[src/rtl/core/fbo_pkg.sv]
`default_nettype none

package fbo_pkg;

  localparam int unsigned MAX_FOGS_DEF   = 16;
  localparam int unsigned COORD_BITS_DEF = 20;

  localparam int unsigned ENTRY_IDX_W = 4;
  localparam int unsigned FOG_IDX_W   = 5;
  localparam int unsigned COUNT_W     = 5;
  localparam int unsigned MARGIN_W    = 13;

  localparam int unsigned CFG_IDX_W  = 2;
  localparam int unsigned CFG_DATA_W = 13;

  localparam logic [CFG_IDX_W-1:0] REG_FOG_COUNT    = 2'd0;
  localparam logic [CFG_IDX_W-1:0] REG_WIDEN_MARGIN = 2'd1;
  localparam logic [CFG_IDX_W-1:0] REG_DEFAULT_FOG  = 2'd2;

  localparam logic OP_WRITE = 1'b0;
  localparam logic OP_QUERY = 1'b1;

  localparam logic [FOG_IDX_W-1:0] DEFAULT_FOG_RST = 5'h1F;

  // one unit in 1/8 steps: smallest overlap credited per axis
  localparam int unsigned OV_FLOOR = 8;

  typedef struct packed {
    logic start;
    logic valid;
    logic glb;
  } eval_ctl_t;

  typedef struct packed {
    logic                 busy;
    logic [FOG_IDX_W-1:0] answer;
  } eval_sts_t;

endpackage

`default_nettype wire

[src/rtl/core/fbo_eval.sv]
`default_nettype none

// Evaluates the entry at the ring head: overlap test, volume, running best.
module fbo_eval #(
  parameter int unsigned MAX_FOGS   = fbo_pkg::MAX_FOGS_DEF,
  parameter int unsigned COORD_BITS = fbo_pkg::COORD_BITS_DEF,
  localparam int unsigned IW = (MAX_FOGS > 1) ? $clog2(MAX_FOGS) : 1
) (
  input  wire logic                       clk_i,
  input  wire logic                       rst_ni,
  input  wire fbo_pkg::eval_ctl_t         ctl_i,
  input  wire logic [IW-1:0]              idx_i,
  input  wire logic [3*COORD_BITS-1:0]    lo_i,
  input  wire logic [3*COORD_BITS-1:0]    hi_i,
  input  wire logic [3*COORD_BITS-1:0]    qlo_i,
  input  wire logic [3*COORD_BITS-1:0]    qhi_i,
  input  wire logic [fbo_pkg::MARGIN_W-1:0]  margin_i,
  input  wire logic [fbo_pkg::FOG_IDX_W-1:0] default_i,
  output fbo_pkg::eval_sts_t              sts_o
);
  import fbo_pkg::*;

  localparam int unsigned C  = COORD_BITS;
  localparam int unsigned EW = ((C > MARGIN_W) ? C : MARGIN_W) + 2;
  localparam int unsigned OW = C;
  localparam int unsigned VW = 3 * OW;

  // stage 1: per-axis overlap
  logic signed [EW-1:0] flo [3];
  logic signed [EW-1:0] fhi [3];
  logic signed [EW-1:0] ql  [3];
  logic signed [EW-1:0] qh  [3];
  logic signed [EW-1:0] hmin [3];
  logic signed [EW-1:0] lmax [3];
  logic signed [EW:0]   dd  [3];
  logic [OW-1:0]        ov_d [3];
  logic                 hit_d;
  logic signed [EW-1:0] mg;

  always_comb begin
    mg    = $signed({{(EW-MARGIN_W){1'b0}}, margin_i});
    hit_d = 1'b1;
    for (int a = 0; a < 3; a++) begin
      ql[a]  = $signed({{(EW-C){qlo_i[a*C+C-1]}}, qlo_i[a*C +: C]});
      qh[a]  = $signed({{(EW-C){qhi_i[a*C+C-1]}}, qhi_i[a*C +: C]});
      flo[a] = $signed({{(EW-C){lo_i[a*C+C-1]}}, lo_i[a*C +: C]}) - mg;
      fhi[a] = $signed({{(EW-C){hi_i[a*C+C-1]}}, hi_i[a*C +: C]}) + mg;
      if (ql[a] > fhi[a] || qh[a] < flo[a]) begin
        hit_d = 1'b0;
      end
      hmin[a] = (ql[a] > flo[a]) ? ql[a] : flo[a];
      lmax[a] = (qh[a] < fhi[a]) ? qh[a] : fhi[a];
      dd[a]   = {lmax[a][EW-1], lmax[a]} - {hmin[a][EW-1], hmin[a]};
      if (dd[a] < $signed((EW+1)'(OV_FLOOR))) begin
        ov_d[a] = OW'(OV_FLOOR);
      end else begin
        ov_d[a] = dd[a][OW-1:0];
      end
    end
  end

  logic          s1_valid_q, s1_glb_q, s1_hit_q;
  logic [IW-1:0] s1_idx_q;
  logic [OW-1:0] s1_ov_q [3];

  logic          s2_valid_q, s2_glb_q;
  logic [IW-1:0] s2_idx_q;
  logic [2*OW-1:0] s2_p_q;
  logic [OW-1:0] s2_ov_q;

  logic          s3_valid_q, s3_glb_q;
  logic [IW-1:0] s3_idx_q;
  logic [2*OW-1:0] s3_lo_q, s3_hi_q;

  logic          s4_valid_q, s4_glb_q;
  logic [IW-1:0] s4_idx_q;
  logic [VW-1:0] s4_vol_q;

  logic [VW-1:0]        best_q, best_d;
  logic [FOG_IDX_W-1:0] ans_q, ans_d;

  always_ff @(posedge clk_i or negedge rst_ni) begin
    if (!rst_ni) begin
      s1_valid_q <= 1'b0;
      s2_valid_q <= 1'b0;
      s3_valid_q <= 1'b0;
      s4_valid_q <= 1'b0;
      best_q     <= '0;
      ans_q      <= DEFAULT_FOG_RST;
    end else begin
      s1_valid_q <= ctl_i.valid;
      s2_valid_q <= s1_valid_q && (s1_glb_q || s1_hit_q);
      s3_valid_q <= s2_valid_q;
      s4_valid_q <= s3_valid_q;
      best_q     <= best_d;
      ans_q      <= ans_d;
    end
  end

  always_ff @(posedge clk_i) begin
    s1_glb_q <= ctl_i.glb;
    s1_hit_q <= hit_d;
    s1_idx_q <= idx_i;
    for (int a = 0; a < 3; a++) begin
      s1_ov_q[a] <= ov_d[a];
    end
    s2_glb_q <= s1_glb_q;
    s2_idx_q <= s1_idx_q;
    s2_p_q   <= s1_ov_q[0] * s1_ov_q[1];
    s2_ov_q  <= s1_ov_q[2];
    s3_glb_q <= s2_glb_q;
    s3_idx_q <= s2_idx_q;
    s3_lo_q  <= s2_p_q[OW-1:0] * s2_ov_q;
    s3_hi_q  <= s2_p_q[2*OW-1:OW] * s2_ov_q;
    s4_glb_q <= s3_glb_q;
    s4_idx_q <= s3_idx_q;
    s4_vol_q <= {s3_hi_q, {OW{1'b0}}} + {{OW{1'b0}}, s3_lo_q};
  end

  always_comb begin
    best_d = best_q;
    ans_d  = ans_q;
    if (ctl_i.start) begin
      best_d = '0;
      ans_d  = default_i;
    end else if (s4_valid_q) begin
      if (s4_glb_q) begin
        ans_d = FOG_IDX_W'(s4_idx_q);
      end else if (s4_vol_q > best_q) begin
        best_d = s4_vol_q;
        ans_d  = FOG_IDX_W'(s4_idx_q);
      end
    end
  end

  assign sts_o.busy   = s1_valid_q | s2_valid_q | s3_valid_q | s4_valid_q;
  assign sts_o.answer = ans_q;

  ap_s2_from_s1: assert property (@(posedge clk_i) disable iff (!rst_ni)
    s2_valid_q |-> $past(s1_valid_q))
    else $error("stage 2 valid without stage 1");

  ap_best_mono: assert property (@(posedge clk_i) disable iff (!rst_ni)
    !ctl_i.start |=> best_q >= $past(best_q))
    else $error("best volume decreased within a query");

  ap_start_idle: assert property (@(posedge clk_i) disable iff (!rst_ni)
    ctl_i.start |-> !(s1_valid_q | s2_valid_q | s3_valid_q | s4_valid_q))
    else $error("query started while pipeline busy");

endmodule

`default_nettype wire
[config.mk]
export PLATFORM = sky130hd
export DESIGN_NAME = fbo_eval
export DESIGN_NICKNAME = d
export VERILOG_FILES = /design/src/rtl/core/fbo_pkg.sv /design/src/rtl/core/fbo_eval.sv
export SDC_FILE = /design/constraint.sdc
export NUM_CORES = 2
export LEC_CHECK = 0
export BUFFER_PORTS_ARGS = -buffer_cell sky130_fd_sc_hd__buf_2
export CORE_ASPECT_RATIO = 1.4
export CORE_MARGIN = 5
export CORE_UTILIZATION = 66
export CTS_BUF_LIST = sky130_fd_sc_hd__clkbuf_2 sky130_fd_sc_hd__clkbuf_4 sky130_fd_sc_hd__clkbuf_8
export DETAILED_ROUTE_END_ITERATION = 10
export PLACE_DENSITY = 0.84
export RECOVER_POWER = 50
export SYNTH_ARGS = -nofsm -noshare
export SYNTH_HDL_FRONTEND = slang
export SYNTH_SLANG_ARGS = --single-unit
[constraint.sdc]
create_clock -name clk_i -period 7.6 [get_ports clk_i]
set_input_delay 0.76 -clock clk_i [delete_from_list [all_inputs] [get_ports clk_i]]
set_output_delay 0.76 -clock clk_i [all_outputs]
set_load 0.01 [all_outputs]
Yosys cells after proc, flatten, opt, wreduce, memory -nomap -nowiden
Memory sizes are Yosys's and may differ from the RTL's. A register that Yosys moved wholly into a read port is not among the register bits.
Index checks and enable logic that the tools add are counted.
{"block": "totals", "reg_bits": 270, "ramBits": 60, "inputBits": 267, "output_inout_bits": 6, "wordCells": 82, "mem_count": 1}
{"block": "op_classes", "n_addsub": 10, "mul": 3, "order_cmp": 16, "eq_ne": 1, "muxes": 18, "bitwise": 3, "n_reduce_logical": 11}
{"name": "s1_ov_q", "words": 3, "width": 20, "rd": 3, "rd_clocked_by_memory_dff": 1, "wr": 3, "line": "fbo_eval.sv:64", "text": "logic [OW-1:0] s1_ov_q [3];"}
{"operator": "$mux W60", "count": 4}
{"operator": "$mux W22", "count": 6}
{"operator": "$gt A20 B21 Y1", "count": 6}
{"operator": "$lt A20 B21 Y1", "count": 6}
{"operator": "$mul A20 B20 Y40", "count": 3}
{"operator": "$lt A23 B5 Y1 const B", "count": 3}
{"operator": "$sub A22 B22 Y23", "count": 3}
{"operator": "$add A20 B14 Y21", "count": 3}
{"operator": "$sub A20 B14 Y21", "count": 3}
{"operator": "$add A60 B40 Y60", "count": 1}
{"operator": "$gt A60 B60 Y1", "count": 1}
{"operator": "$mux W20", "count": 3}
{"operator": "$mux W5", "count": 4}
{"operator": "$logic_or A1 B1 Y1", "count": 4}
{"operator": "$reduce_bool A2 Y1", "count": 2}
{"operator": "$or A1 B1 Y1", "count": 3}
{"operator": "$reduce_and A3 Y1", "count": 1}
{"operator": "$reduce_bool A3 Y1", "count": 1}
{"operator": "$ne A2 B2 Y1 const B", "count": 1}
{"operator": "$reduce_and A2 Y1", "count": 1}
{"operator": "$reduce_or A2 Y1", "count": 1}
{"operator": "$logic_and A1 B1 Y1", "count": 1}
{"operator": "$mux W1", "count": 1}

Logic depth before layout (Yosys ltp)
{"block": "logic_depth", "word_depth": 6, "mapped_depth": 39, "mapped_depth_nobuf": 38}

Worst setup path after synthesis
OpenSTA, ideal clock, no wires.
{"block": "synth_path", "kind": "input to register", "startpoint": "in lo_i[40]", "endpoint": "mem s1_ov_q[2][10] in the netlist's numbering", "setup_ns": 0.128, "arrival_ns": 8.065, "t_required_ns": 7.472, "setup_slack_ns": -0.593, "path_stages": 38, "path_buffers": 2, "path_cell_list": "inv_1 ha_1 fa_1 nor2b_4 o31a_1 nor3_2 o31ai_1 nor2_1 nor2_1 nor2_1 o21ai_0 xor2_1 ha_1 nand4_1 nor2_1 nand2_1 nor2_1 a211o_2 [... 2 more ...] maj3_2 o211ai_4 buf_12 mux2i_1 ha_1 inv_1 fa_1 a21o_1 a21oi_1 o21ai_0 a211o_1 a211oi_1 o31ai_1 a21o_1 a21o_1 a31oi_1 clkbuf_1 nor2_1"}
{"item": "start: declaration", "line": "fbo_eval.sv:13", "text": "input wire logic [3*COORD_BITS-1:0] lo_i,"}
{"item": "end: declaration", "line": "fbo_eval.sv:64"}

==> flow_summary.toml <==
[status]
outcome = "finished, violations left"
violations = "capacitance limit, slew limit"

[global_route]
grt_pass1_vias = 60900
grt.overflow.total = 0
grt_max_degree = 52
top_usage_layer = "met2"
use_met2_pct = 70.2
grt_pass1_wl_um = 315000
use_met1_pct = 36.7
met3_usage_pct = 6.28
grt_usage_pct = 38.4
antenna_found_initial = 46

[route]
drc = 0
drtIter0Drc = 3498
wl_um = 203000
routedWlPerCell_um = 21.4
vias_per_cell = 5.84
via_count = 55400
dr.pass1.iters = 6
ant_nets = 0

[worst_setup_path]
path_buf_inv = 4
crit_top_cell = "nor2_1"
max_stage_delay_ps = 410
end_kind = "flop"
start_kind = "input port"
crit_required_ps = 8150
cp_slowest_cell = "fa_2"
critical-path-top-delay-family = "compound AO/OA/AOI/OAI gates"
worstPathArrival_ps = 8070
critPathKind = "in -> reg"
critPathMaxFanout = 5

[yosys]
async_reset_ff_share_pct = 19.7
synth_edf_count = 0
synth_top_family_by_area = "adder cells"
synth_cell_type_count = 104
synth_nets = 9437
synth-simple-area-share_pct = 15.3
synthAdderAreaFrac_pct = 47.3
ys_ff_latch = 350
synth_ff_type = "dfxtp_1"
synth_xor_area_share_pct = 4.05
muxShareOfSynthArea_pct = 3.29
synth.avg_cell_area_sq_um = 8.90
synth_compound_area_share_pct = 9.49
ys_seq_area_share_pct = 11.3
syn_inst = 7301
synth_area_sq_mm = 0.0650
synth_warnings = 0

[finish]
layout.nets = 10200
multi_input_area_sq_mm = 0.0525
register_area_sq_mm = 0.00740
finalInstanceArea_sq_mm = 0.0748
fillCellCount = 6658
areaGrowthSynthToFinish_pct = 15.1
drive_above_1_share_pct = 16.5

[placement]
dp_hpwl_um = 172000
postPlaceCellArea_sq_mm = 0.0725
place_congestion = 1.07
io_buffers = 272

[clock_tree]
clkTransAtPathRegs_ps = 70
cts_inserted_buffers = 49
cts_max_level = 2
insertion_delay_ps = 700
cts_tree = "built"
cts_sinks = 350
root_buffer = "clkbuf_8"
clockBufferDepth = 3
cts_hold_buf = 0

[timing]
period_share_pct = 98.9
rsz0062_at_grt = "yes"
layout_min_cycle_time_ps = 7520
drv_slew = 102
final_hold_viol_count = 0
fmax_mhz = 133
worst_pin_slew_ps = 2770
skew_ps = 66.5
slew_headroom_pct = -84.9
setup_viol = 0

[floorplan]
coreArea_sq_mm = 0.0980
dieWidth_um = 275
io_pins = 273
rows = 136
die_h_um = 381
dieArea_sq_mm = 0.105
start_util_pct = 66.3

[min_path]
hold_class = "in -> reg"

[run]
drv_cap = 3
cells in the final DEF, fill, tap and decap left out, types with 18 or more instances in the layout:
cell | synthesis | routed
a21oi_1 | 255 | 237
a211oi_1 | 38 | 31
fa_1 | 970 | 965
diode_2 | 0 | 35
o21a_1 | 48 | 48
dfxtp_1 | 281 | 256
nor2b_1 | 66 | 63
buf_4 | 1 | 715
nand3_1 | 74 | 73
mux2_2 | 30 | 28
mux2i_1 | 149 | 145
buf_2 | 7 | 261
dfxtp_2 | 0 | 22
nor3_1 | 65 | 58
o21ai_0 | 153 | 140
nand4_1 | 57 | 57
dfrtp_1 | 64 | 64
o211ai_1 | 23 | 23
a21o_1 | 173 | 173
o21bai_1 | 36 | 35
and3_1 | 32 | 32
and2_1 | 445 | 440
o31ai_1 | 23 | 18
a31oi_1 | 27 | 20
nor2_1 | 283 | 275
nand2b_1 | 55 | 54
inv_1 | 1298 | 1295
clkbuf_8 | 0 | 61
a21oi_2 | 1 | 19
ha_1 | 899 | 892
nand2_1 | 882 | 881
xor2_1 | 106 | 100
xnor2_1 | 188 | 176
sequential cells by signal, summed over array words and instances (netlist names):
register	count
s2_valid_q	1
s2_glb_q	1
s1_glb_q	1
s3_hi_q	40
s3_valid_q	1
s4_glb_q	1
best_q	60
s4_valid_q	1
s1_hit_q	1
s2_ov_q	20
s3_glb_q	1
s2_p_q	40
s2_idx_q	4
s4_vol_q	60
s1_valid_q	1
s1_ov_q	60
s1_idx_q	4
s4_idx_q	4
s3_idx_q	4
ans_q	5
s3_lo_q	40
final timing paths:
| path | start | end | slack, ps | depth (start not counted) |
|---|---|---|---|---|
| worst max-delay path | margin_i[0] | s1_ov_q[2][2]$_SDFF_PP0_ | 80 | 39 |
| worst min-delay path | idx_i[0] | s1_idx_q[0]$_DFF_P_ | 180 | 1 |
| worst max register to register | s1_ov_q[1][3]$_SDFF_PP1_ | s2_p_q[39]$_DFF_P_ | 220 | 24 |
| worst min register to register | s3_lo_q[18]$_DFF_P_ | s4_vol_q[18]$_DFF_P_ | 320 | 0 |
| max in group asynchronous | rst_ni | best_q[58]$_DFFE_PN0P_ | 4140 | 2 |
| min in group asynchronous | rst_ni | best_q[6]$_DFFE_PN0P_ | 290 | 1 |
logic make-up (layout without fill, tap and decap cells):
family,count (synthesis),in the layout
XOR/XNOR,297,297
buffers and inverters,1578,2407
multiplexers,202,202
AO/OA/AOI/OAI,935,935
flip-flops,350,350
AND/OR/NAND/NOR,2061,2061
adder cells (fa/ha/maj),1878,1878
other,0,35
stage by stage:
step                      cells  hold WS, ps  utilization [%]  setup slack [ps]  TNS (ps)
after global placement     9318          310             74.0              -621    -28430
after global routing       9467          164             76.3              -202     -2350
after floorplan            7301          310                -              8.13         0
final                      9476          180             76.3              81.0         0
after detailed placement   9318          312             74.0              -781    -38770
after CTS                  9408         32.4             75.1              4.62         0
worst reg2reg max path, stage by stage (launching register included):
cell and delay, ps:
dfxtp_1 670, clkbuf_1 380, nand2_1 130, fa_1 520, inv_1 50, fa_1 420
fa_1 460, fa_1 550, inv_1 60, fa_1 490, fa_1 490, inv_1 50
fa_1 440, ha_1 370, and3_1 210, nand2_1 90, o211ai_1 120, a32oi_1 310
buf_4 190, a211oi_2 110, o41ai_2 450, nor3_1 170, o31a_1 310, nor2_1 130
xnor2_1 130
routing by layer:
layer	routed length [um]	vias to the layer above	part of all wire [%]
met1	63500	26900	31
met5	13	-	0.0064
met4	22900	2	11
met3	12300	1054	6.1
met2	104000	2442	51
li1	-	24900	-
timing repair:
action | CTS | global route
gates cloned | 0 | 4
gates resized for setup | 4 | 198
buffers inserted | 0 | 29
endpoints found under the setup margin | 10 | 78
pin swaps | 1 | 114
cell type report:
cell class	instances	area share (%)
well taps	1311	2.19
clock buffers	74	1.25
clock inverters	16	0.239
inverters	1298	6.52
multi-input cells	5373	70.1
repair buffers	1019	9.66
diodes	35	0.117
flip-flops and latches	350	9.89
Yosys cell counts, drive strengths merged, types with 11 or more instances:
cell type / instances / area, sq um
inv: 1298 / 4870
fa: 970 / 19400
ha: 899 / 11200
nand2: 882 / 3310
and2: 446 / 2790
nor2: 283 / 1060
dfxtp: 281 / 5630
clkbuf: 257 / 965
a21oi: 256 / 1280
xnor2: 189 / 1660
a21o: 173 / 1300
o21ai: 163 / 820
mux2i: 149 / 1490
xor2: 108 / 972
nand3: 74 / 370
nor2b: 67 / 427
nor3: 67 / 345
dfrtp: 64 / 1600
nand4: 57 / 357
nand2b: 55 / 344
mux2: 53 / 649
o21a: 49 / 369
a211oi: 38 / 285
o21bai: 36 / 270
and3: 32 / 200
a31oi: 27 / 169
o211ai: 24 / 194
buf: 23 / 139
o31ai: 23 / 173
nor4: 17 / 119
o2111ai: 16 / 140
or2: 15 / 93.8
or3: 15 / 93.8
a21boi: 14 / 105
a211o: 13 / 115
and4: 11 / 96.3
Power is not shown: default switching activity piles up to over one toggle a cycle in this logic, so the estimate is an artifact.
