## src/rtl/core/fbo_pkg.sv

```systemverilog
`default_nettype none

package fbo_pkg;

  localparam int unsigned MAX_FOGS_DEF   = 16;
  localparam int unsigned COORD_BITS_DEF = 20;

  localparam int unsigned ENTRY_IDX_W = 4;
  localparam int unsigned FOG_IDX_W   = 5;
  localparam int unsigned COUNT_W     = 5;
  localparam int unsigned MARGIN_W    = 13;

  localparam int unsigned CFG_IDX_W  = 2;
  localparam int unsigned CFG_DATA_W = 13;

  localparam logic [CFG_IDX_W-1:0] REG_FOG_COUNT    = 2'd0;
  localparam logic [CFG_IDX_W-1:0] REG_WIDEN_MARGIN = 2'd1;
  localparam logic [CFG_IDX_W-1:0] REG_DEFAULT_FOG  = 2'd2;

  localparam logic OP_WRITE = 1'b0;
  localparam logic OP_QUERY = 1'b1;

  localparam logic [FOG_IDX_W-1:0] DEFAULT_FOG_RST = 5'h1F;

  // one unit in 1/8 steps: smallest overlap credited per axis
  localparam int unsigned OV_FLOOR = 8;

  typedef struct packed {
    logic start;
    logic valid;
    logic glb;
  } eval_ctl_t;

  typedef struct packed {
    logic                 busy;
    logic [FOG_IDX_W-1:0] answer;
  } eval_sts_t;

endpackage

`default_nettype wire

```

## src/rtl/core/fbo_cell.sv

```systemverilog
`default_nettype none

// One table slot of the rotating ring.
module fbo_cell #(
  parameter int unsigned COORD_BITS = fbo_pkg::COORD_BITS_DEF
) (
  input  wire logic                    clk_i,
  input  wire logic                    shift_i,
  input  wire logic [3*COORD_BITS-1:0] nb_lo_i,
  input  wire logic [3*COORD_BITS-1:0] nb_hi_i,
  input  wire logic                    nb_glb_i,
  input  wire logic                    wr_i,
  input  wire logic [3*COORD_BITS-1:0] wr_lo_i,
  input  wire logic [3*COORD_BITS-1:0] wr_hi_i,
  input  wire logic                    wr_glb_i,
  output logic      [3*COORD_BITS-1:0] lo_o,
  output logic      [3*COORD_BITS-1:0] hi_o,
  output logic                         glb_o
);
  import fbo_pkg::*;

  logic [3*COORD_BITS-1:0] lo_q, hi_q;
  logic                    glb_q;

  always_ff @(posedge clk_i) begin
    if (shift_i) begin
      lo_q  <= nb_lo_i;
      hi_q  <= nb_hi_i;
      glb_q <= nb_glb_i;
    end else if (wr_i) begin
      lo_q  <= wr_lo_i;
      hi_q  <= wr_hi_i;
      glb_q <= wr_glb_i;
    end
  end

  assign lo_o  = lo_q;
  assign hi_o  = hi_q;
  assign glb_o = glb_q;

endmodule

`default_nettype wire

```

## config.mk

```make
export PLATFORM = sky130hd
export DESIGN_NAME = fbo_cell
export DESIGN_NICKNAME = d
export VERILOG_FILES = /design/src/rtl/core/fbo_pkg.sv /design/src/rtl/core/fbo_cell.sv
export SDC_FILE = /design/constraint.sdc
export NUM_CORES = 1
export LEC_CHECK = 0
export ABC_CLOCK_PERIOD_IN_PS = 4400
export BUFFER_PORTS_ARGS = -buffer_cell sky130_fd_sc_hd__buf_2
export CORE_AREA = 2 2 142 144
export CTS_CLUSTER_SIZE = 10
export DETAILED_ROUTE_END_ITERATION = 7
export DIE_AREA = 0 0 144 146
export PLACE_DENSITY_LB_ADDON = 0.25
export SLEW_MARGIN = 20
export SYNTH_ARGS = -nofsm -noshare
export SYNTH_HDL_FRONTEND = slang
export SYNTH_SLANG_ARGS = --single-unit
```

## constraint.sdc

```tcl
create_clock -name clk_i -period 4.4 [get_ports clk_i]
set_input_delay 0.88 -clock clk_i [delete_from_list [all_inputs] [get_ports clk_i]]
set_output_delay 0.88 -clock clk_i [all_outputs]
set_load 0.03 [all_outputs]
```

# Word-level counts from Yosys, hierarchy flattened
# Index checks and enable logic that the tools add are counted.
# op_classes
mux,6
n_reduce_logical,1
# op_table
operator,n
$mux 60,4
$mux 1,2
$reduce_bool 2->1,1
# totals
ff_bits,121
input_bits,245
out_inout_bits,121
wordCells,10

# Longest topological paths before layout
# Gate-level depths: netlist (run 1).
# logic_depth
depth_word,2
depth_mapped,4
ltp_nobuf,1

# Worst setup path after synthesis (run 1)
# Ideal clock, no wire load.
# synth_path
kind,input to register
from,input port shift_i
to,register glb_q (netlist: glb_o) (enable)
setup_ns,0.488
arrival_ns,3.939
required_ns,3.912
path_slack_ns,-0.027
cell_stages,4
path_buffers,3
cell_sequence,buf_6 buf_8 buf_6 or2_1
# synth_between
elab_chain_len,1
# synth_rtl
item,line,rtl
from (decl),fbo_cell.sv:8,"input wire logic shift_i,"
$reduce_bool 2->1 (no line),--,
to (signal assigned),fbo_cell.sv:29,glb_q <= nb_glb_i;
to (signal assigned),fbo_cell.sv:33,glb_q <= wr_glb_i;
to (decl),fbo_cell.sv:23,logic glb_q;
# Every way passes these cells.
# A chain may end at the register's enable or synchronous reset.

# Final worst setup path (run 1)
# layout_path
from,input port shift_i
to,"register lo_q[58] (netlist: lo_o[58]), data pin"
# layout_between
elab_chain_len,1
# layout_rtl
item,line,rtl
$mux 60,fbo_cell.sv:26,if (shift_i) begin
to (signal assigned),fbo_cell.sv:27,lo_q <= nb_lo_i;
to (signal assigned),fbo_cell.sv:31,lo_q <= wr_lo_i;
to (decl),fbo_cell.sv:22,"logic [3*COORD_BITS-1:0] lo_q, hi_q;"
# Every way passes these cells.

==> metrics.txt, run 1 <==
Post-synth EDFFs approximately 120; post-CTS setup buffers 0; Post-Synthesis Net Count 502; Top FF cell, synth edfxtp_1; Die Outline Area 21000 um2; upper clock frequency limit 0.438 GHz; clock share of power 0.399; crit start category input port; synth top area cells edfxtp_1 (67%), mux2_4 (22%), mux2_2 (8.7%); Reg area between 3000 and 4000 um2; GRT Util Overall 0.129; slew margin rel. 0.384; final setup TNS 0 ns; clk sink count between 100 and 150; Routability Congestion about 0.73; register area share after synthesis 0.669; Avg WL per Cell approximately 16 um; initial detailed-routing violation count 138; Layout Nets a little under 900; Layout fillers roughly 1900; hold depth 2; Num CTS Buffers 17; htree depth 4; worst path arrival time about 2.4 ns; flops & latches, synth 121; P_leak between 0.003 and 0.004 uW; # IOs 366; # hold bufs at CTS 0; endpoints failing hold 0; hold endpoint lo_o[56]; Hold WC Path Type in2reg; Mapped Cells approximately 260; minimum clock period about 2.3 ns; Final Core Density 0.420; GRT overflow 0; asr flop ratio synth 0; DRC Markers 0; Max-Cap Viols 0; layout cell share with drive strength beyond 1 0.809; Area Growth Syn to Fin 49.4%; vias in the first global route approximately 4000; Setup crit end kind flop; via/cell ratio between 4 and 5; port bufs around 370; top cell type's share of synthesized area 0.669; Synth area leader edfxtp_1; CP required approximately 4.6 ns; Die W 144 um; clk root buf clkbuf_16; routed via count around 3800; Initial Util 0.281; initial antenna violation count 1; internal cell power 2580 uW; syn_area_per_cell roughly 21 um2; Multi-input gate area 1670 um2; Slew @ Worst Pin about 0.92 ns; Final Cycle Share 0.519; Tot Pwr roughly 3500 uW; clock buffer depth 2; Routed Antenna Nets 0; first drt pass iteration count 3; Worst Path Max Fanout 51; cell area after synthesis between 5000 and 6000 um2; kind of critical path in2reg; most common cell in the synthesized netlist edfxtp_1; CTS tree done; Syn. warnings 0; PD cells around 440 nW/um2; row count approximately 50; Die Ht around 150 um; top cells by instance count after synthesis edfxtp_1 (121), mux2_4 (79), mux2_2 (42); global-route wire length before repair just over 20 mm; Final setup viols 0; CTS resizes 0; clock slew at reported path FFs about 0.060 ns; combinational share of power 0.193; Net Sw Frac 0.272; Peak VDD IR 0.237 mV; Slew Viols, Final 0; P_sw 965 uW; RSZ-0062 raised after global routing false; core footprint between 15000 and 20000 um2; ant diodes 0; Seq pwr share 0.408; largest net degree at the start of global routing between 50 and 60; final WL roughly 14 mm; status complete, no violations; post-synth cell types 7; Hold Crit Start nb_lo_i[56]
[power groups by stage]
stage | Clock [uW] | Sequential (uW) | Combinational (uW)
final | 1420 | 1450 | 686
after global routing | 1500 | 1460 | 725
after CTS | 1460 | 1450 | 697
after detailed placement | 0 | 1470 | 696
after global placement | 0 | 1470 | 686
after floorplan | 0 | 1740 | 173
[state kept, by name, summed over array words and instances (netlist names)]
register / count
hi_o: 60
lo_o: 60
glb_o: 1
[cell families (layout without fill, tap and decap cells)]
kind of cell           after synthesis  count (layout)  synth area share
muxes                              121             121             0.305
and+or+nand+nor                      1               1           0.00115
DFF                                121             121             0.669
buffers and inverters               14             402            0.0251
[metrics by stage]
step           hold slack [ns]  area (um2)  instances  setup WS [ns]
2_1_floorplan             1.10        5440        257           1.19
3_3_place_gp              1.18        7520        878           1.70
3_5_place_dp              1.18        7520        878           1.65
4_1_cts                  0.749        8120        910           2.09
5_1_grt                  0.747        8120        910           2.00
6_report                 0.771        8120        910           2.12
[metal layers]
metal  global-route usage  share of wire  up-vias
li1                     -              -     1764
met1                0.122           0.34     1749
met2                0.239           0.53      221
met3               0.0563           0.11       23
met4               0.0554          0.021        2
met5                    0         0.0011        -
[critical path, cell delays in order]
cell and delay, ns:
buf_6 0.29, buf_4 0.75, mux2_2 0.41
[worst max path at each step]
stage	startpoint	cells after the start	end
final	shift_i	3	lo_o[58]
after global routing	shift_i	3	hi_o[5]
after CTS	shift_i	3	hi_o[5]
after detailed placement	shift_i	3	hi_o[33]
after global placement	shift_i	3	lo_o[58]
after floorplan	shift_i	4	glb_o
[cells in the final DEF (no fill, tap or decap)]
master	Yosys	final
buf_2	4	364
clkbuf_16	0	17
buf_4	0	4
bufinv_16	0	3
buf_6	9	1
clkinv_2	0	1
clkinv_4	0	3
mux2_4	79	79
edfxtp_1	121	121
buf_12	0	1
mux2_2	42	42
or2_4	0	1
clkinvlp_4	0	4
clkbuf_1	0	1
clkinv_1	0	1
inv_6	0	2
[final cells by class]
class                   instances  area share
clock inverters                14      0.0213
multi-input cells             122       0.205
repair buffers                370       0.232
clock buffers                  18      0.0529
well taps                     265      0.0408
flip-flops and latches        121       0.448
(Power assumes the default switching activity.)
==> inputs of run 2 (changes only) <==
--- a/config.mk
+++ b/config.mk
@@ -5,7 +5,7 @@
 export SDC_FILE = /design/constraint.sdc
 export NUM_CORES = 1
 export LEC_CHECK = 0
-export ABC_CLOCK_PERIOD_IN_PS = 4400
+export ABC_CLOCK_PERIOD_IN_PS = 2000
 export BUFFER_PORTS_ARGS = -buffer_cell sky130_fd_sc_hd__buf_2
 export CORE_AREA = 2 2 142 144
 export CTS_CLUSTER_SIZE = 10
==> constraint.sdc (replaced) <==
create_clock -name clk_i -period 2 [get_ports clk_i]
set_input_delay 0.4 -clock clk_i [delete_from_list [all_inputs] [get_ports clk_i]]
set_output_delay 0.4 -clock clk_i [all_outputs]
set_load 0.03 [all_outputs]
==> run 2 against run 1 <==
Non-clock buffer count rose by 3. Worst setup slack lost 1.5 ns. Clock power is 87% higher. Combinational power increased by 120%. First-iteration DRC count is 28% lower. Sequential power is 120% higher. Critical path type is now reg2out. Critical endpoint is now hi_o[9].
==> metrics.txt, run 2 (synthesis gave the netlist of run 1 again) <==
status complete, no violations (unchanged); final WL 14.5 mm (was 14.4 mm); Crit path buffers/inverters 1 (was 2); clk root buf clkbuf_16 (unchanged); initial antenna violation count 0 (was 1); Die Outline Area 21000 um2 (unchanged); Post-DP HPWL between 10 and 15 mm; CTS tree done (unchanged); routed via count 3737 (was 3759); CP max stage delay 0.41 ns (was 0.75 ns); port bufs 365 (unchanged); # hold bufs at CTS 0 (unchanged); Num CTS Buffers 17 (unchanged); Hold Crit Start nb_lo_i[57] (was nb_lo_i[56]); core footprint 19300 um2 (unchanged); Slew @ Worst Pin 0.420 ns (was 0.924 ns); WHS 0.296 ns (was 0.771 ns); Placement Setup Slack 0.447 ns (was 1.65 ns); largest net degree at the start of global routing 73 (was 52); Critical Path Start hi_o[9] (was shift_i); endpoints failing hold 0 (unchanged); Placed Cells 881 (was 878); htree depth 4 (unchanged); Layout Cells excl Fill 913 (was 910); minimum clock period 1.41 ns; layout cell share with drive strength beyond 1 0.807 (was 0.809); GRT overflow 0 (unchanged); CTS resizes 0 (unchanged); hold endpoint lo_o[57] (was lo_o[56]); # IOs 366 (unchanged); Layout fillers 1866 (was 1861); Final Core Density 0.418 (was 0.420); Final setup viols 0 (unchanged); P_leak 0.00379 uW (was 0.00380 uW); Layout Nets 880 (was 877); Multi-input gate area 1670 um2 (unchanged); initial detailed-routing violation count 100 (was 138); clock buffer depth 2 (unchanged); Reg area 3630 um2 (unchanged); Hold WC Path Type in2reg (unchanged); via/cell ratio 4.09 (was 4.13); Slew Viols, Final 0 (unchanged); Routed Antenna Nets 0 (unchanged); worst path arrival time 1.01 ns (was 2.43 ns); Tot Pwr 7380 uW (was 3550 uW); upper clock frequency limit approximately 0.7 GHz; Avg WL per Cell 15.9 um (was 15.8 um); RSZ-0062 raised after global routing false (unchanged); vias in the first global route 3968 (was 4018); DRC Markers 0 (unchanged); Final Cycle Share 0.707; Max-Cap Viols 0 (unchanged); CP Cell Sequence buf_2 (was buf_6, buf_4, mux2_2); crit start category flop (was input port); most common cell after layout, fill and taps aside buf_2 (unchanged); clock slew at reported path FFs 0.06 ns (about the same); slew margin rel. 0.720 (was 0.384); first drt pass iteration count 4 (was 3); Worst path slowest cell edfxtp_1 (was buf_4); hold depth 2 (unchanged); PD cells 912 nW/um2 (was 437 nW/um2); global-route wire length before repair 20.7 mm (was 20.4 mm); GRT Util Overall 0.131 (was 0.129); Die W 144 um (unchanged); Initial Util 0.281 (unchanged); worst setup margin 0.587 ns (was 2.12 ns); Worst Path Max Fanout 1 (was 51); Die Ht 146 um (unchanged); commonest cells after routing, fill and taps aside buf_2 (364), edfxtp_1 (121), mux2_4 (79) (unchanged); ant diodes 0 (unchanged); family with the most delay on the worst path flip-flops (was buffers and inverters); Setup crit end kind output pin (was flop); clk sink count 121 (unchanged); Peak VDD IR 0.523 mV (was 0.237 mV); Routability Congestion 0.741 (was 0.732); post-CTS setup buffers 0 (unchanged); row count 51 (unchanged); CP required 1.60 ns (was 4.55 ns); Area Growth Syn to Fin 48.9% (was 49.4%); kind of critical path reg2out (was in2reg)
==> run 2: metal layers <==
| metal | global-route usage | share of wire | vias up |
|---|---|---|---|
| met4 | 0.0505 | 0.018 | 0 |
| met3 | 0.0523 | 0.098 | 19 |
| met5 | 0 | 0 | - |
| met1 | 0.136 | 0.37 | 1725 |
| met2 | 0.236 | 0.52 | 222 |
| li1 | - | - | 1771 |
==> run 2: final cells by class <==
type | instances | share of cell area
clock inverter | 13 | 0.0102
sequential | 121 | 0.449
multi-input combinational | 122 | 0.206
timing repair buffer | 373 | 0.240
clock buffer | 19 | 0.0535
tap | 265 | 0.0410
==> run 2: worst max-delay path by stage <==
stage                          end  slack [ns]  depth (start not counted)
after global placement    hi_o[43]        0.46                          3
after global routing      lo_o[49]        0.54                          1
after CTS                  hi_o[9]        0.55                          1
final                      hi_o[9]        0.59                          1
after detailed placement  lo_o[12]        0.45                          3
after floorplan              glb_o       -0.11                          4
==> run 2: where the power goes <==
group          switching (uW)  internal (uW)  total (uW)
Clock                    1100           1560        2660
Sequential               70.0           3120        3190
Combinational             912            614        1530
==> run 2: metrics by stage <==
stage,TNS [ns],instance area [um2]
floorplan,-13.43,5450
global placement,0,7580
detailed placement,0,7580
CTS,0,8090
global route,0,8090
finish,0,8090
==> inputs of run 3 (changes only) <==
--- a/config.mk
+++ b/config.mk
@@ -5,12 +5,13 @@
 export SDC_FILE = /design/constraint.sdc
 export NUM_CORES = 1
 export LEC_CHECK = 0
-export ABC_CLOCK_PERIOD_IN_PS = 2000
+export ABC_AREA = 1
+export ABC_CLOCK_PERIOD_IN_PS = 1400
 export BUFFER_PORTS_ARGS = -buffer_cell sky130_fd_sc_hd__buf_2
-export CORE_AREA = 2 2 142 144
+export CORE_AREA = 2 2 143 145
 export CTS_CLUSTER_SIZE = 10
 export DETAILED_ROUTE_END_ITERATION = 7
-export DIE_AREA = 0 0 144 146
+export DIE_AREA = 0 0 145 147
 export PLACE_DENSITY_LB_ADDON = 0.25
 export SLEW_MARGIN = 20
 export SYNTH_ARGS = -nofsm -noshare
==> constraint.sdc (replaced) <==
create_clock -name clk_i -period 1.4 [get_ports clk_i]
set_input_delay 0.28 -clock clk_i [delete_from_list [all_inputs] [get_ports clk_i]]
set_output_delay 0.28 -clock clk_i [all_outputs]
set_load 0.03 [all_outputs]
==> run 3 against run 2 <==
Sequential share of layout area increased by 1.3 points. Design area decreased by 2.9%. Utilization decreased by 2.3 points. First-iteration DRC count increased by 100%. Critical path type unchanged. Critical endpoint is now hi_o[21]. Largest cell class unchanged.
==> metrics.txt, run 3 <==
Layout fillers 2006 (was 1866); Avg WL per Cell 13.7 um (was 15.9 um); Tot Pwr 10800 uW (was 7380 uW); post-CTS setup buffers 0 (unchanged); Worst path slowest cell edfxtp_1 (unchanged); Post-synth EDFFs 121 (unchanged); hold depth 3 (was 2); ant diodes 0 (unchanged); GR peak layer met2 (unchanged); Hold WC Path Type in2reg (unchanged); Num CTS Buffers 17 (unchanged); most common cell in the synthesized netlist nand2_1 (was edfxtp_1); Top FF cell, synth edfxtp_1 (unchanged); Area Growth Syn to Fin 50.8% (was 48.9%); largest family of logic cells by synthesized area simple AND/OR/NAND/NOR gates (was multiplexers); # IOs 366 (unchanged); Setup crit end kind output pin (unchanged); Synth Area in Adders 0 (unchanged); status complete, no violations (unchanged); Mapped Cells 513 (was 257); hold endpoint lo_o[4] (was lo_o[57]); Slew Viols, Final 0 (unchanged); CP max stage delay 0.42 ns (was 0.41 ns); global-route wire length before repair 24.3 mm (was 20.7 mm); row count 52 (was 51); vias in the first global route 4575 (was 3968); initial detailed-routing violation count 201 (was 100); Syn. warnings 0 (unchanged); Simple-Gate Fraction of Synth Area 0.263 (was 0.00115); upper clock frequency limit ~0.77 GHz; top cells by instance count after synthesis nand2_1 (363), edfxtp_1 (121), buf_2 (15) (was edfxtp_1 (121), mux2_4 (79), mux2_2 (42)); cell area after synthesis 5210 um2 (was 5440 um2); Multi-input gate area 1370 um2 (was 1670 um2); core footprint 19800 um2 (was 19300 um2); commonest cells after routing, fill and taps aside buf_2 (364), nand2_1 (363), edfxtp_1 (121) (was buf_2 (364), edfxtp_1 (121), mux2_4 (79)); Reg area 3630 um2 (unchanged); port bufs 365 (unchanged); Initial Util 0.262 (was 0.281); GRT overflow 0 (unchanged); complex-gate fraction of the synthesized area 0 (unchanged); family with the most delay on the worst path flip-flops (unchanged); final setup TNS 0 ns (unchanged); flops & latches, synth 121 (unchanged); syn_area_per_cell 10.2 um2 (was 21.1 um2); initial antenna violation count 0 (unchanged); synth top area cells edfxtp_1 (70%), nand2_1 (26%), buf_6 (2.2%) (was edfxtp_1 (67%), mux2_4 (22%), mux2_2 (8.7%)); Hold Crit Start wr_lo_i[4] (was nb_lo_i[57]); clock buffer depth 2 (unchanged); Synth area leader edfxtp_1 (unchanged); CTS tree done (unchanged); PD cells 1380 nW/um2 (was 912 nW/um2); minimum clock period 1.30 ns; Peak VDD IR 0.743 mV (was 0.523 mV); Worst Path Max Fanout 1 (unchanged); Die Outline Area 21300 um2 (was 21000 um2); Synth Area in XOR/XNOR 0 (unchanged); most common cell after layout, fill and taps aside buf_2 (unchanged); Routed Antenna Nets 0 (unchanged); Layout Nets 1124 (was 880); final WL 15.9 mm (was 14.5 mm); Crit path buffers/inverters 1 (unchanged); Post-Synthesis Net Count 758 (was 502); kind of critical path reg2out (unchanged); CP required 1.12 ns (was 1.60 ns); routed via count 4726 (was 3737); GRT met2 Usage 0.258 (was 0.236); Final Cycle Share 0.928; P_leak 0.00410 uW (was 0.00379 uW); Slew @ Worst Pin 0.714 ns (was 0.420 ns); top cell type's share of synthesized area 0.698 (was 0.669); first drt pass iteration count 4 (unchanged); crit start category flop (unchanged); CTS resizes 0 (unchanged); clk sink count 121 (unchanged); Max-Cap Viols 0 (unchanged); via/cell ratio 4.08 (was 4.09); layout cell share with drive strength beyond 1 0.451 (was 0.807); met3 Usage GRT 0.0571 (was 0.0523); CP Cell Sequence buf_2 (unchanged); met1 Use GR 0.160 (was 0.136); DRC Markers 0 (unchanged); register area share after synthesis 0.698 (was 0.669); mux cell area share after synthesis 0 (was 0.305); WHS 0.140 ns (was 0.296 ns); worst path arrival time 1.02 ns (was 1.01 ns); Routability Congestion 0.760 (was 0.741); Final setup viols 0 (unchanged); asr flop ratio synth 0 (unchanged); endpoints failing hold 0 (unchanged); Die W 145 um (was 144 um); GRT Util Overall 0.147 (was 0.131); clock slew at reported path FFs 0.06 ns (about the same); clk root buf clkbuf_16 (unchanged); htree depth 4 (unchanged); largest net degree at the start of global routing 69 (was 73); RSZ-0062 raised after global routing false (unchanged); slew margin rel. 0.524 (was 0.720); Die Ht 147 um (was 146 um); post-synth cell types 7 (unchanged); # hold bufs at CTS 0 (unchanged); Post-DP HPWL 12.0 mm (was 11.3 mm)
## run 3: changes by cell type after synthesis
| cell | previous run | this run |
|---|---|---|
| buf_2 | 4 | 15 |
| buf_8 | 1 | 0 |
| mux2_2 | 42 | 0 |
| buf_6 | 9 | 10 |
| mux2_4 | 79 | 0 |
| or2_1 | 1 | 0 |
| nand2_1 | 0 | 363 |
| buf_4 | 0 | 2 |
| or2_2 | 0 | 1 |
| inv_2 | 0 | 1 |
## run 3: per-stage QoR
| step | setup WS, ns | instance area [um2] | utilization | instances |
|---|---|---|---|---|
| after global routing | 0.0557 | 7860 | 0.396 | 1159 |
| after floorplan | -0.399 | 5220 | - | 513 |
| after CTS | 0.0549 | 7860 | 0.396 | 1159 |
| final | 0.101 | 7860 | 0.396 | 1159 |
| after global placement | 0.0558 | 7300 | 0.368 | 1130 |
| after detailed placement | 0.0270 | 7300 | 0.368 | 1130 |
## run 3: final cells by class
cell class | instances | share of cell area
clock buffer | 17 | 0.0541
clock inverter | 12 | 0.0172
inverter | 1 | 0.000796
multi-input combinational | 364 | 0.175
sequential | 121 | 0.462
tap | 270 | 0.0430
timing repair buffer | 374 | 0.248
## run 3: report_power, final
part | total (uW) | switching, uW | internal, uW
clock network | 4230 | 1500 | 2730
logic | 2070 | 1420 | 651
registers | 4550 | 95.5 | 4450
total | 10800 | 3010 | 7830
## run 3: layer usage
layer	vias to the layer above	share of wire
li1	2374	-
met5	-	0
met4	0	0.025
met1	2101	0.38
met3	26	0.085
met2	225	0.51
## run 3: how the worst max path moves through the flow
stage               startpoint       end  slack, ns  cells after the start
floorplan              shift_i     glb_o      -0.40                      3
global placement       shift_i  hi_o[21]       0.06                      4
detailed placement     shift_i  lo_o[56]       0.03                      4
CTS                   hi_o[21]  hi_o[21]       0.05                      1
global route          hi_o[21]  hi_o[21]       0.06                      1
finish                hi_o[21]  hi_o[21]       0.10                      1
## run 3: kinds of logic after synthesis
kind of cell,count (synthesis)
DFF,121
buffers and inverters,28
and+or+nand+nor,364
